<file path="config.mk">
export PLATFORM = sky130hd
export DESIGN_NAME = lwkd_count_store
export DESIGN_NICKNAME = d
export VERILOG_FILES = /design/src/hw/rtl/lwkd_pkg.sv /design/src/hw/rtl/lwkd_count_store.sv
export SDC_FILE = /design/constraint.sdc
export NUM_CORES = 1
export LEC_CHECK = 0
export ABC_CLOCK_PERIOD_IN_PS = 1980
export BUFFER_PORTS_ARGS = -buffer_cell sky130_fd_sc_hd__buf_2
export CORE_MARGIN = 1
export CORE_UTILIZATION = 56
export CTS_CLUSTER_SIZE = 14
export DETAILED_ROUTE_END_ITERATION = 8
export PLACE_DENSITY = 0.76
export SLEW_MARGIN = 25
export SYNTH_ARGS = -nofsm -noshare
export SYNTH_HDL_FRONTEND = slang
export SYNTH_SLANG_ARGS = --single-unit
export TNS_END_PERCENT = 1
</file>
<file path="constraint.sdc">
create_clock -name aclk -period 1.98 [get_ports aclk]
set_clock_uncertainty 0.2 [all_clocks]
set_input_delay 0.198 -clock aclk [delete_from_list [all_inputs] [get_ports aclk]]
set_output_delay 0.198 -clock aclk [all_outputs]
set_load 0.05 [all_outputs]
</file>
<file path="src/hw/rtl/lwkd_pkg.sv">
// Shared constants and types for the longest-window letter counter.
// Used by lwkd_count_store and longest_window_k_distinct_letters.
package lwkd_pkg;

    localparam int MAX_LEN  = 1024;
    localparam int ALPHABET = 26;

    localparam int LETTER_W = 5;                       // letter field width
    localparam int K_W      = 5;                       // k_limit width
    localparam int CNT_W    = $clog2(MAX_LEN + 1);     // counts, positions up to MAX_LEN
    localparam int POS_W    = $clog2(MAX_LEN);         // history address
    localparam int LIDX_W   = $clog2(ALPHABET);        // count store address
    localparam int DIST_W   = $clog2(ALPHABET + 1);    // distinct letter tally

    localparam logic [K_W-1:0] K_RESET = K_W'(2);

    localparam int S_DATA_W = 8;
    localparam int M_DATA_W = 24;

    // Count store port: one read, one write and a bulk clear per cycle
    typedef struct packed {
        logic              rd_en;
        logic [LIDX_W-1:0] rd_addr;
        logic              wr_en;
        logic [LIDX_W-1:0] wr_addr;
        logic [CNT_W-1:0]  wr_data;
        logic              clr;
    } cnt_req_t;

endpackage

</file>
<file path="src/hw/rtl/lwkd_count_store.sv">
// Per-letter count memory with a registered read, write-to-read bypass
// and per-entry valid bits that clear all entries at once. Depends on lwkd_pkg.
module lwkd_count_store
    import lwkd_pkg::*;
(
    input  logic             aclk,
    input  logic             aresetn,
    input  cnt_req_t         req,
    output logic [CNT_W-1:0] rd_data
);

    logic [CNT_W-1:0]    mem [ALPHABET];
    logic [ALPHABET-1:0] valid_reg;
    logic [ALPHABET-1:0] valid_next;
    logic [LIDX_W-1:0]   rd_addr_reg;
    logic [CNT_W-1:0]    q_reg;
    logic                byp_en_reg;
    logic [CNT_W-1:0]    byp_data_reg;

    always_ff @(posedge aclk) begin
        if (req.wr_en) begin
            mem[req.wr_addr] <= req.wr_data;
        end
        if (req.rd_en) begin
            q_reg       <= mem[req.rd_addr];
            rd_addr_reg <= req.rd_addr;
        end
        byp_data_reg <= req.wr_data;
    end

    always_comb begin
        valid_next = valid_reg;
        if (req.clr) begin
            valid_next = '0;
        end else if (req.wr_en) begin
            for (int i = 0; i < ALPHABET; i++) begin
                if (req.wr_addr == LIDX_W'(i)) begin
                    valid_next[i] = 1'b1;
                end
            end
        end
    end

    always_ff @(posedge aclk) begin
        if (!aresetn) begin
            valid_reg  <= '0;
            byp_en_reg <= 1'b0;
        end else begin
            valid_reg  <= valid_next;
            // memory returns pre-write data when read and write hit together
            byp_en_reg <= req.rd_en && req.wr_en && (req.rd_addr == req.wr_addr);
        end
    end

    // an entry never written since the last clear reads as zero
    assign rd_data = !valid_reg[rd_addr_reg] ? '0 :
                     byp_en_reg              ? byp_data_reg : q_reg;

    a_no_write_on_clear: assert property (@(posedge aclk) disable iff (!aresetn)
        !(req.wr_en && req.clr))
        else $error("count store written and cleared in the same cycle");

    a_read_in_range: assert property (@(posedge aclk) disable iff (!aresetn)
        req.rd_en |-> (req.rd_addr < LIDX_W'(ALPHABET)))
        else $error("count store read beyond alphabet");

    a_bypass_valid: assert property (@(posedge aclk) disable iff (!aresetn)
        byp_en_reg |-> valid_reg[rd_addr_reg])
        else $error("bypassed entry not marked valid");

endmodule
</file>
### Word-level counts from Yosys, hierarchy flattened

Memories as Yosys holds them, arrays and structs flattened. A register that Yosys moved wholly into a read port is not among the register bits.
Cells that the tools add are included.

* muxes and demuxes: 6
* reductions and logical operators: 30
* multiply operators: 0
* add/subtract/negate cells: 0
* magnitude comparators: 1
* equality and inequality tests: 26
* bitwise logic cells: 1
* divide/modulo/power cells: 0
* shifts and indexed selects: 0

Operators by type and width (number)
* $reduce_and 2->1: 26
* $eq 5x5->1 const B: 10
* $eq 5x4->1 const B: 8
* $mux 11: 2
* $eq 5x3->1 const B: 4
* $eq 5x2->1 const B: 2
* $lt 5x6->1 const B: 1
* $bmux 1 s5: 1
* $eq 5x1->1 const B: 1
* $eq 5x5->1: 1
* $logic_not 5->1: 1
* $mux 1: 3
* $logic_and 1x1->1: 2
* $reduce_or 2->1: 1
* $not 1->1: 1

* ROM bits: 0
* bits in latches: 0
* register bits after elaboration: 43
* bits of input ports: 26
* word-level logic and storage cells: 94
* RAM bits: 286
* output and inout port bits: 11
* memories kept: 1

Memories
* mem: depth 26, width 11, rd ports 1, clocked after memory_dff 1, write ports 1, line lwkd_count_store.sv:12 `logic [CNT_W-1:0] mem [ALPHABET];`

### Depth between registers and ports, before layout

Gate-level depths: netlist of run 1.

* word-level depth: 3
* depth in mapped cells: 8
* mapped depth without buffers: 4

### Least setup slack after synthesis of run 1

Ideal clock, no wire load.

* path type: register to output
* start point: reg rd_addr_reg[0]
* end point: out rd_data[10]
* stages on the path, launching flop included: 6
* path buffers: 1
* arrival: 2.479 ns
* required time: 1.582 ns
* slack: -0.897 ns
* path through: edfxtp_1 -> buf_6 -> mux2i_1 -> mux4_2 -> a22o_1 -> nor3_1

* word-level cells in the longest chain between the ends: 3

Ends and longest elaborated chain
* from (decl): line lwkd_count_store.sv:15 `logic [LIDX_W-1:0] rd_addr_reg;`
* from (signal assigned): line lwkd_count_store.sv:26 `rd_addr_reg <= req.rd_addr;`
* $bmux 1 s5: line lwkd_count_store.sv:56 `assign rd_data = !valid_reg[rd_addr_reg] ? '0 :`
* $mux 1 (implied by the code): line lwkd_count_store.sv:56
* $mux 11: line lwkd_count_store.sv:56
* to (decl): line lwkd_count_store.sv:9 `output logic [CNT_W-1:0] rd_data`

Every way passes these cells. The select of a mux whose other input is x is not followed.

### Final worst setup path of run 1

Same ends and word-level chain as after synthesis.

==> metrics.md, run 1 <==
| Metric | Value |
|---|---|
| Result of the run | finished with violations |
| Violations in the final reports | setup timing |
| Total core area | 0.0228 mm2 |
| Number of nets in the final layout | around 800 |
| Effective utilization at floorplan | 0.576 |
| Launch point of the worst reg-to-reg path | mem[11][2] |
| CTS sink count | between 300 and 400 |
| Share of post-route cells with drive strength above 1 | 0.337 |
| Worst hold margin | approximately 0.061 ns |
| Commonest cells after routing, fill and taps aside | 302 x edfxtp_1, 68 x mux4_2, 56 x buf_4 |
| Kind of end point of the critical path | output pin |
| Cell Area, Placed | around 0.014 mm2 |
| Routed length per instance | between 20 and 30 um |
| Setup slack, reg-to-reg | -0.01 ns |
| Remaining DRCs | 0 |
| Adder-cell share of the synthesized area | 0 |
| Vias in the first global route | about 7000 |
| Top cell type by total area after synthesis | edfxtp_1 |
| Fraction of post-synthesis cell area in the top cell type by area | 0.691 |
| Global placement routability congestion | between 0.8 and 0.9 |
| All-Layer GR Usage | 0.247 |
| Utilization after layout | 0.688 |
| Placed wire-length estimate after detailed placement | 17400 um |
| Max-Cap Viols | 0 |
| Total via count in the routed design | 6748 |
| Cell Pwr Density | about 1000 mW/mm2 |
| Uppermost metal layer occupied by signal nets | met4 |
| Capturing point of the worst reg2reg path | q_reg[2] |
| Global-route wire length before repair | roughly 42000 um |
| Initial antenna violation count | 0 |
| Static power due to leakage | roughly 0.0053 uW |
| Wire length on met2 | 14100 um |
| Req. time, crit path | approximately 1.6 ns |
| Number of buffers inserted during clock tree synthesis | 35 |
| Main area contributors after synthesis | edfxtp_1 69%, mux4_2 12%, dfxtp_1 5.8% |
| Final global-route overflow total | 0 |
| Portion of the clock cycle consumed by the worst path in the final layout | 1.47 |
| Worst setup path class | reg2out |
| Setup violation total in the final timing report | 12 |
| CTS clk-pin slew, worst paths | 0.06 ns |
| Netlist area before placement | 0.0131 mm2 |
| Count of routing violations after the opening detailed-route iteration | ~680 |
| R2R cell count | 5 |
| Part of the Yosys area used for sequential elements | 0.749 |
| Count of H-tree levels built during CTS | 2 |
| Worst supply voltage drop on vdd | roughly 0.86 mV |
| Synthesized net count | 677 |
| Flip-flop count of the largest register, all copies and words added | 286 |
| Number of flip-flops and latches in the synthesized netlist | 340 |
| Worst EP arrival | between 2 and 3 ns |
| Number of distinct library cell variants in the gate-level netlist after synthesis | 27 |
| Fraction of synthesized area in multiplexers | 0.172 |
| Worst slack after detailed placement | -0.477 ns |
| Syn Inst Count | between 600 and 700 |
| Final instance area | approximately 0.016 mm2 |
| Port Buffer Count | 36 |
| Setup repair after global routing missed its margin | true |
| Most frequent standard cell in the layout excluding fill and tap cells | edfxtp_1 |
| Antenna viol nets, final | 0 |
| Synthesis Warnings | 0 |
| Count of boundary I/O pins | 37 |
| Chip Width | roughly 160 um |
| Final count of hold timing violations | 0 |
| Number of antenna repair diodes | 0 |
| Largest net degree at the start of global routing | 32 |
| Timing endpoint of the critical path | rd_data[10] |
| Fraction of synthesized cell area in xor and xnor cells | 0.00334 |
| Cell at the root of the clock tree | clkbuf_16 |
| F_max | ~340 MHz |
| Class of the most critical hold timing path | in2reg |
| Synthesis-to-finish area growth | 19.5% |
| Skew-Pair Late Insertion Delay | roughly 0.5 ns |
| Placement Rows | 55 |
| Die Ht | 155 um |
| Startpoint class of the critical path | flop |
| Crit path max fanout | 11 |
| Simple-gate portion of the synthesized area | 0.0326 |
| Combinational family with the most area after synthesis | multiplexers |
| TritonCTS clock tree | yes |
| Mean instance size in the synthesized netlist | around 20 um2 |
| Sum of met3 wire segment lengths after detailed routing | about 1700 um |
| Relative slew slack | 0.592 |
| Compound-gate portion of the synthesized area | 0.0306 |
| Met1 wire length | about 12000 um |
| Die footprint | between 0.02 and 0.025 mm2 |
| First drt pass iteration count | 5 |
| Worst Tran Pin Value | around 0.61 ns |
| Maximum buffer depth of the clock tree | 3 |
| Critical path origin | rd_addr_reg[0] |
| Final critical-path required period | 2.91 ns |
| Final Max Slew Viols | 0 |
| Wire length after detailed routing | around 28000 um |
| Average via count per standard cell | approximately 6 |
| Setup ws final | -0.925 ns |
routing by layer:
layer | up-vias | global-route usage
li1 | 2895 | -
met1 | 3542 | 0.338
met2 | 261 | 0.411
met3 | 50 | 0.0396
met4 | 0 | 0.0825
met5 | - | 0
through the flow:
step	cells	total power (uW)	setup TNS, ns
2_1_floorplan	651	8710	-5.04
3_3_place_gp	1030	9050	-6.63
3_5_place_dp	1030	9090	-7.61
4_1_cts	1115	15500	-9.86
5_1_grt	1115	15900	-10.41
6_report	1115	15500	-9.75
kinds of logic (layout without fill, tap and decap cells):
family,count (synthesis),after routing
AND/OR/NAND/NOR,86,86
buffers and inverters,34,184
multiplexers,135,135
flip-flops,340,340
XOR/XNOR,5,5
AO/OA/AOI/OAI,51,52
how the worst min path moves through the flow:
stage / from / endpoint / slack, ns / cells past startpoint
after floorplan: req[1] / byp_data_reg[0] / 0.03 / 0
after global placement: valid_reg[20] / valid_reg[20] / 0.24 / 1
after detailed placement: valid_reg[9] / valid_reg[9] / 0.25 / 1
after CTS: req[21] / rd_addr_reg[3] / 0.04 / 2
after global routing: req[21] / rd_addr_reg[3] / 0.06 / 2
final: req[21] / rd_addr_reg[3] / 0.06 / 2
where the power goes:
| part | internal (uW) | total (uW) | switching [uW] |
|---|---|---|---|
| logic | 455 | 1070 | 610 |
| registers | 7920 | 7960 | 37.4 |
| clock network | 3900 | 6460 | 2550 |
Yosys cell counts (all sizes together):
cell type and n:
a22o 2, buf 16, clkbuf 18, dfxtp 38
edfxtp 302, mux2 34, mux2i 32, mux4 69
nand2 15, nand2b 3, nand3 6, nand4 1
nor2 40, nor2b 7, nor3 12, o211a 11
o21a 26, o22ai 11, o311a 1, or2 2
xnor2 4, xor2 1
final cells by class:
| cell class | instances | area, um2 |
|---|---|---|
| Clock buffer | 47 | 993 |
| Clock inverter | 15 | 146 |
| Fill cell | 1433 | 7100 |
| Multi-Input combinational cell | 278 | 3250 |
| Sequential cell | 340 | 9830 |
| Tap cell | 313 | 392 |
| Timing Repair Buffer | 122 | 1070 |
worst max-delay path, cell delays in order (launching register included):
cell and delay (ns):
edfxtp_1 0.40, buf_6 0.18, mux2i_1 0.13, mux4_2 0.54, a22o_4 0.36, nor3_4 0.19
buf_6 0.18
what timing repair did:
| action | CTS | global route |
|---|---|---|
| endpoints found under the hold margin | 132 | 0 |
| setup buffers | 1 | 0 |
| resized for setup | 22 | 7 |
| pin swaps | 1 | 0 |
| gates cloned | 1 | 0 |
| setup endpoints to repair | 13 | 14 |
| hold buffers | 21 | 0 |
Note: power is estimated with default switching activity, not from simulation.
==> run 2: changes to the inputs <==
Settings changed: ABC_AREA set to 1.
==> run 2 against run 1 <==
Via count is 38% higher. Synthesized cell count is 84% higher. Core utilization is 3.6 points lower. Critical path depth is 4 higher. Combinational power is 8% higher. Hold slack worse by 0.029 ns. Cell count is 46% higher. Die area is 4.8% higher. The run ends with DRC, setup timing left. Largest power group unchanged.
==> metrics.md, run 2 <==
| Metric | Value |
|---|---|
| Cell at the root of the clock tree | clkbuf_16 (unchanged) |
| Most instantiated library cell after synthesis | nand2_1 (was edfxtp_1) |
| Met3 usage in global routing | 0.0282 (was 0.0396) |
| Antenna viol nets, final | 0 (unchanged) |
| R2R cell count | 8 (was 5) |
| Maximum buffer depth of the clock tree | 3 (unchanged) |
| Compound-gate portion of the synthesized area | 0.0439 (was 0.0306) |
| Relative slew slack | 0.461 (was 0.592) |
| Setup ws final | -0.529 ns (was -0.925 ns) |
| Capturing point of the worst reg2reg path | q_reg[3] (was q_reg[2]) |
| Final Max Slew Viols | 0 (unchanged) |
| Launch point of the worst reg-to-reg path | mem[12][3] (was mem[11][2]) |
| Fraction of post-synthesis cell area in the top cell type by area | 0.659 (was 0.691) |
| Endpoint of the worst hold-timing path | byp_en_reg (was rd_addr_reg[3]) |
| Average via count per standard cell | 5.73 (was 6.05) |
| Layer with the highest usage | met2 (unchanged) |
| Placed wire-length estimate after detailed placement | 19200 um (was 17400 um) |
| Count of H-tree levels built during CTS | 1 (was 2) |
| Kind of end point of the critical path | output pin (unchanged) |
| Share of flip-flops with an asynchronous set or reset after synthesis | 0 (unchanged) |
| All-Layer GR Usage | 0.265 (was 0.247) |
| Synthesized net count | 1226 (was 677) |
| Flip-flop count of the largest register, all copies and words added | 286 (unchanged) |
| Adder-cell share of the synthesized area | 0 (unchanged) |
| Share of post-route cells with drive strength above 1 | 0.127 (was 0.337) |
| Netlist area before placement | 0.0138 mm2 (was 0.0131 mm2) |
| Number of nets in the final layout | 1305 (was 803) |
| Syn Inst Count | 1200 (was 651) |
| Class of the most critical hold timing path | in2reg (unchanged) |
| Met1 Track Usage GR | 0.387 (was 0.338) |
| Final global-route overflow total | 0 (unchanged) |
| Effective utilization at floorplan | 0.568 (was 0.576) |
| Part of the Yosys area used for sequential elements | 0.714 (was 0.749) |
| Die footprint | 0.0252 mm2 (was 0.0241 mm2) |
| Setup repair after global routing missed its margin | true (unchanged) |
| Worst slack after detailed placement | -0.0326 ns (was -0.477 ns) |
| Number of buffers inserted during clock tree synthesis | 31 (was 35) |
| Fraction of synthesized area in multiplexers | 0.00800 (was 0.172) |
| CTS sink count | 340 (unchanged) |
| CTS clk-pin slew, worst paths | 0.06 ns (about the same) |
| Commonest cells in the synthesized netlist | 308 x nand2_1, 302 x edfxtp_1, 175 x nand3_1 (was 302 x edfxtp_1, 68 x mux4_2, 40 x nor2_1) |
| Fraction of synthesized cell area in xor and xnor cells | 0.000636 (was 0.00334) |
| Final critical-path required period | 2.51 ns (was 2.91 ns) |
| Number of flip-flops and latches in the synthesized netlist | 340 (unchanged) |
| Port Buffer Count | 36 (unchanged) |
| Launch instance of the worst min-delay path | req[13] (was req[21]) |
| Total via count in the routed design | 9329 (was 6748) |
| Most frequent standard cell in the layout excluding fill and tap cells | nand2_1 (was edfxtp_1) |
| TritonCTS clock tree | yes (unchanged) |
| Vias in the first global route | 9119 (was 6985) |
| Final count of hold timing violations | 0 (unchanged) |
| Startpoint class of the critical path | flop (unchanged) |
| Skew-Pair Late Insertion Delay | 0.58 ns (was 0.50 ns) |
| Setup violation total in the final timing report | 11 (was 12) |
| Top cell type by total area after synthesis | edfxtp_1 (unchanged) |
| Initial antenna violation count | 0 (unchanged) |
| Portion of the clock cycle consumed by the worst path in the final layout | 1.27 (was 1.47) |
| Routed length per instance | 20.1 um (was 25.4 um) |
| Simple-gate portion of the synthesized area | 0.194 (was 0.0326) |
| Total core area | 0.0242 mm2 (was 0.0228 mm2) |
| Cell Pwr Density | 948 mW/mm2 (was 987 mW/mm2) |
| Result of the run | finished with violations (unchanged) |
| Combinational family with the most area after synthesis | simple AND/OR/NAND/NOR gates (was multiplexers) |
| Crit path max fanout | 11 (unchanged) |
| Setup Total Neg Slack | -5.68 ns (was -9.75 ns) |
| Static power due to leakage | 0.00578 uW (was 0.00532 uW) |
| Worst EP arrival | 2.11 ns (was 2.51 ns) |
| Count of routing violations after the opening detailed-route iteration | 1143 (was 676) |
| Main area contributors after synthesis | edfxtp_1 66%, nand2_1 8.4%, nand3_1 6.4% (was edfxtp_1 69%, mux4_2 12%, dfxtp_1 5.8%) |
| Primary flip-flop cell chosen by synthesis mapping | edfxtp_1 (unchanged) |
| EDFF count, synth | 302 (unchanged) |
| Wire length after detailed routing | 32800 um (was 28400 um) |
| Worst setup path class | reg2out (unchanged) |
| Violations in the final reports | DRC, setup timing (was setup timing) |
| Max-Cap Viols | 0 (unchanged) |
| Global placement routability congestion | 0.877 (was 0.823) |
| Req. time, crit path | 1.58 ns (about the same) |
| Synthesis-to-finish area growth | 15.0% (was 19.5%) |
| Die Ht | 159 um (was 155 um) |
| Largest net degree at the start of global routing | 67 (was 32) |
| Met2 Track Usage GR | 0.415 (was 0.411) |
| Mean instance size in the synthesized netlist | 11.5 um2 (was 20.2 um2) |
| Remaining DRCs | 6 (was 0) |
| Global-route wire length before repair | 51100 um (was 42300 um) |
| Commonest cells after routing, fill and taps aside | 307 x nand2_1, 302 x edfxtp_1, 175 x nand3_1 (was 302 x edfxtp_1, 68 x mux4_2, 56 x buf_4) |
| F_max | 399 MHz (was 344 MHz) |
| Worst hold margin | 0.0315 ns (was 0.0606 ns) |
| Worst supply voltage drop on vdd | 0.792 mV (was 0.855 mV) |
| Setup slack, reg-to-reg | 0.41 ns (was -0.01 ns) |
| First drt pass iteration count | 9 (was 5) |
| Count of boundary I/O pins | 37 (unchanged) |
| Chip Width | 159 um (was 155 um) |
| Worst Tran Pin Value | 0.806 ns (was 0.612 ns) |
| Count of cells along the worst hold path | 5 (was 2) |
| Synthesis Warnings | 0 (unchanged) |
| Number of distinct library cell variants in the gate-level netlist after synthesis | 27 (unchanged) |
| Placement Rows | 57 (was 55) |
## run 2: cell count changes after synthesis, moves of 35 or more
cell     previous run  this run
inv_1               0        35
o21ai_0             0        40
nand2_1            15       308
nand3_1             6       175
mux4_2             68         0
nor2_1             40       152
## run 2: worst max-delay path by stage
stage                              start           to  slack, ns
after CTS                 rd_addr_reg[0]   rd_data[1]      -0.51
after floorplan           rd_addr_reg[0]   rd_data[0]      -0.05
after global routing      rd_addr_reg[0]   rd_data[1]      -0.64
after global placement    rd_addr_reg[0]  rd_data[10]       0.01
after detailed placement  rd_addr_reg[0]   rd_data[5]      -0.03
final                     rd_addr_reg[0]   rd_data[6]      -0.53
## run 2: stage by stage
stage / util / power, uW / instance area [um2] / instances
floorplan: - / 8760 / 13800 / 1200
global placement: 0.599 / 9160 / 14500 / 1549
detailed placement: 0.599 / 9190 / 14500 / 1549
CTS: 0.651 / 15000 / 15800 / 1628
global route: 0.653 / 15400 / 15800 / 1628
finish: 0.653 / 15000 / 15800 / 1629
## run 2: cell type report
cell class	count	area, um2
Clock inverter	13	143
Fill cell	1787	8420
Antenna cell	1	2.50
Inverter	40	155
Timing Repair Buffer	111	1020
Sequential cell	340	9830
Clock buffer	45	858
Multi-Input combinational cell	755	3410
Tap cell	324	405
## run 2: where the power goes
| group | switching [uW] | total [uW] | internal, uW |
|---|---|---|---|
| combinational | 797 | 1160 | 368 |
| sequential | 31.9 | 7950 | 7920 |
| clock | 2500 | 5900 | 3390 |
| total | 3330 | 15000 | 11700 |
## run 2: kinds of logic after synthesis
kind of cell / count (synthesis)
muxes: 11
xor gates and xnor gates: 1
buffers and inverters: 105
and+or+nand+nor: 647
DFF: 340
AOI/OAI and AO/OA: 96
## run 2: what timing repair did
item | CTS | global route
setup buffers | 0 | 0
setup endpoints to repair | 11 | 11
hold buffers | 21 | 0
hold endpoints to repair | 310 | 0
resized for setup | 21 | 8
cloned | 0 | 0
## run 2: worst max-delay path, cell delays in order (launching register included)
cell      delay [ns]
edfxtp_1        0.46
buf_6           0.18
a21oi_2         0.12
o21ai_1         0.07
nand3_1         0.08
nand3_1         0.07
nand2_1         0.07
nand2_2         0.07
buf_12          0.15
nor2_2          0.10
buf_6           0.16
## run 2: routing by layer
metal,vias up,part of all wire
met2,488,0.47
met4,0,0.027
met5,-,0
met3,62,0.088
met1,4474,0.41
li1,4305,-
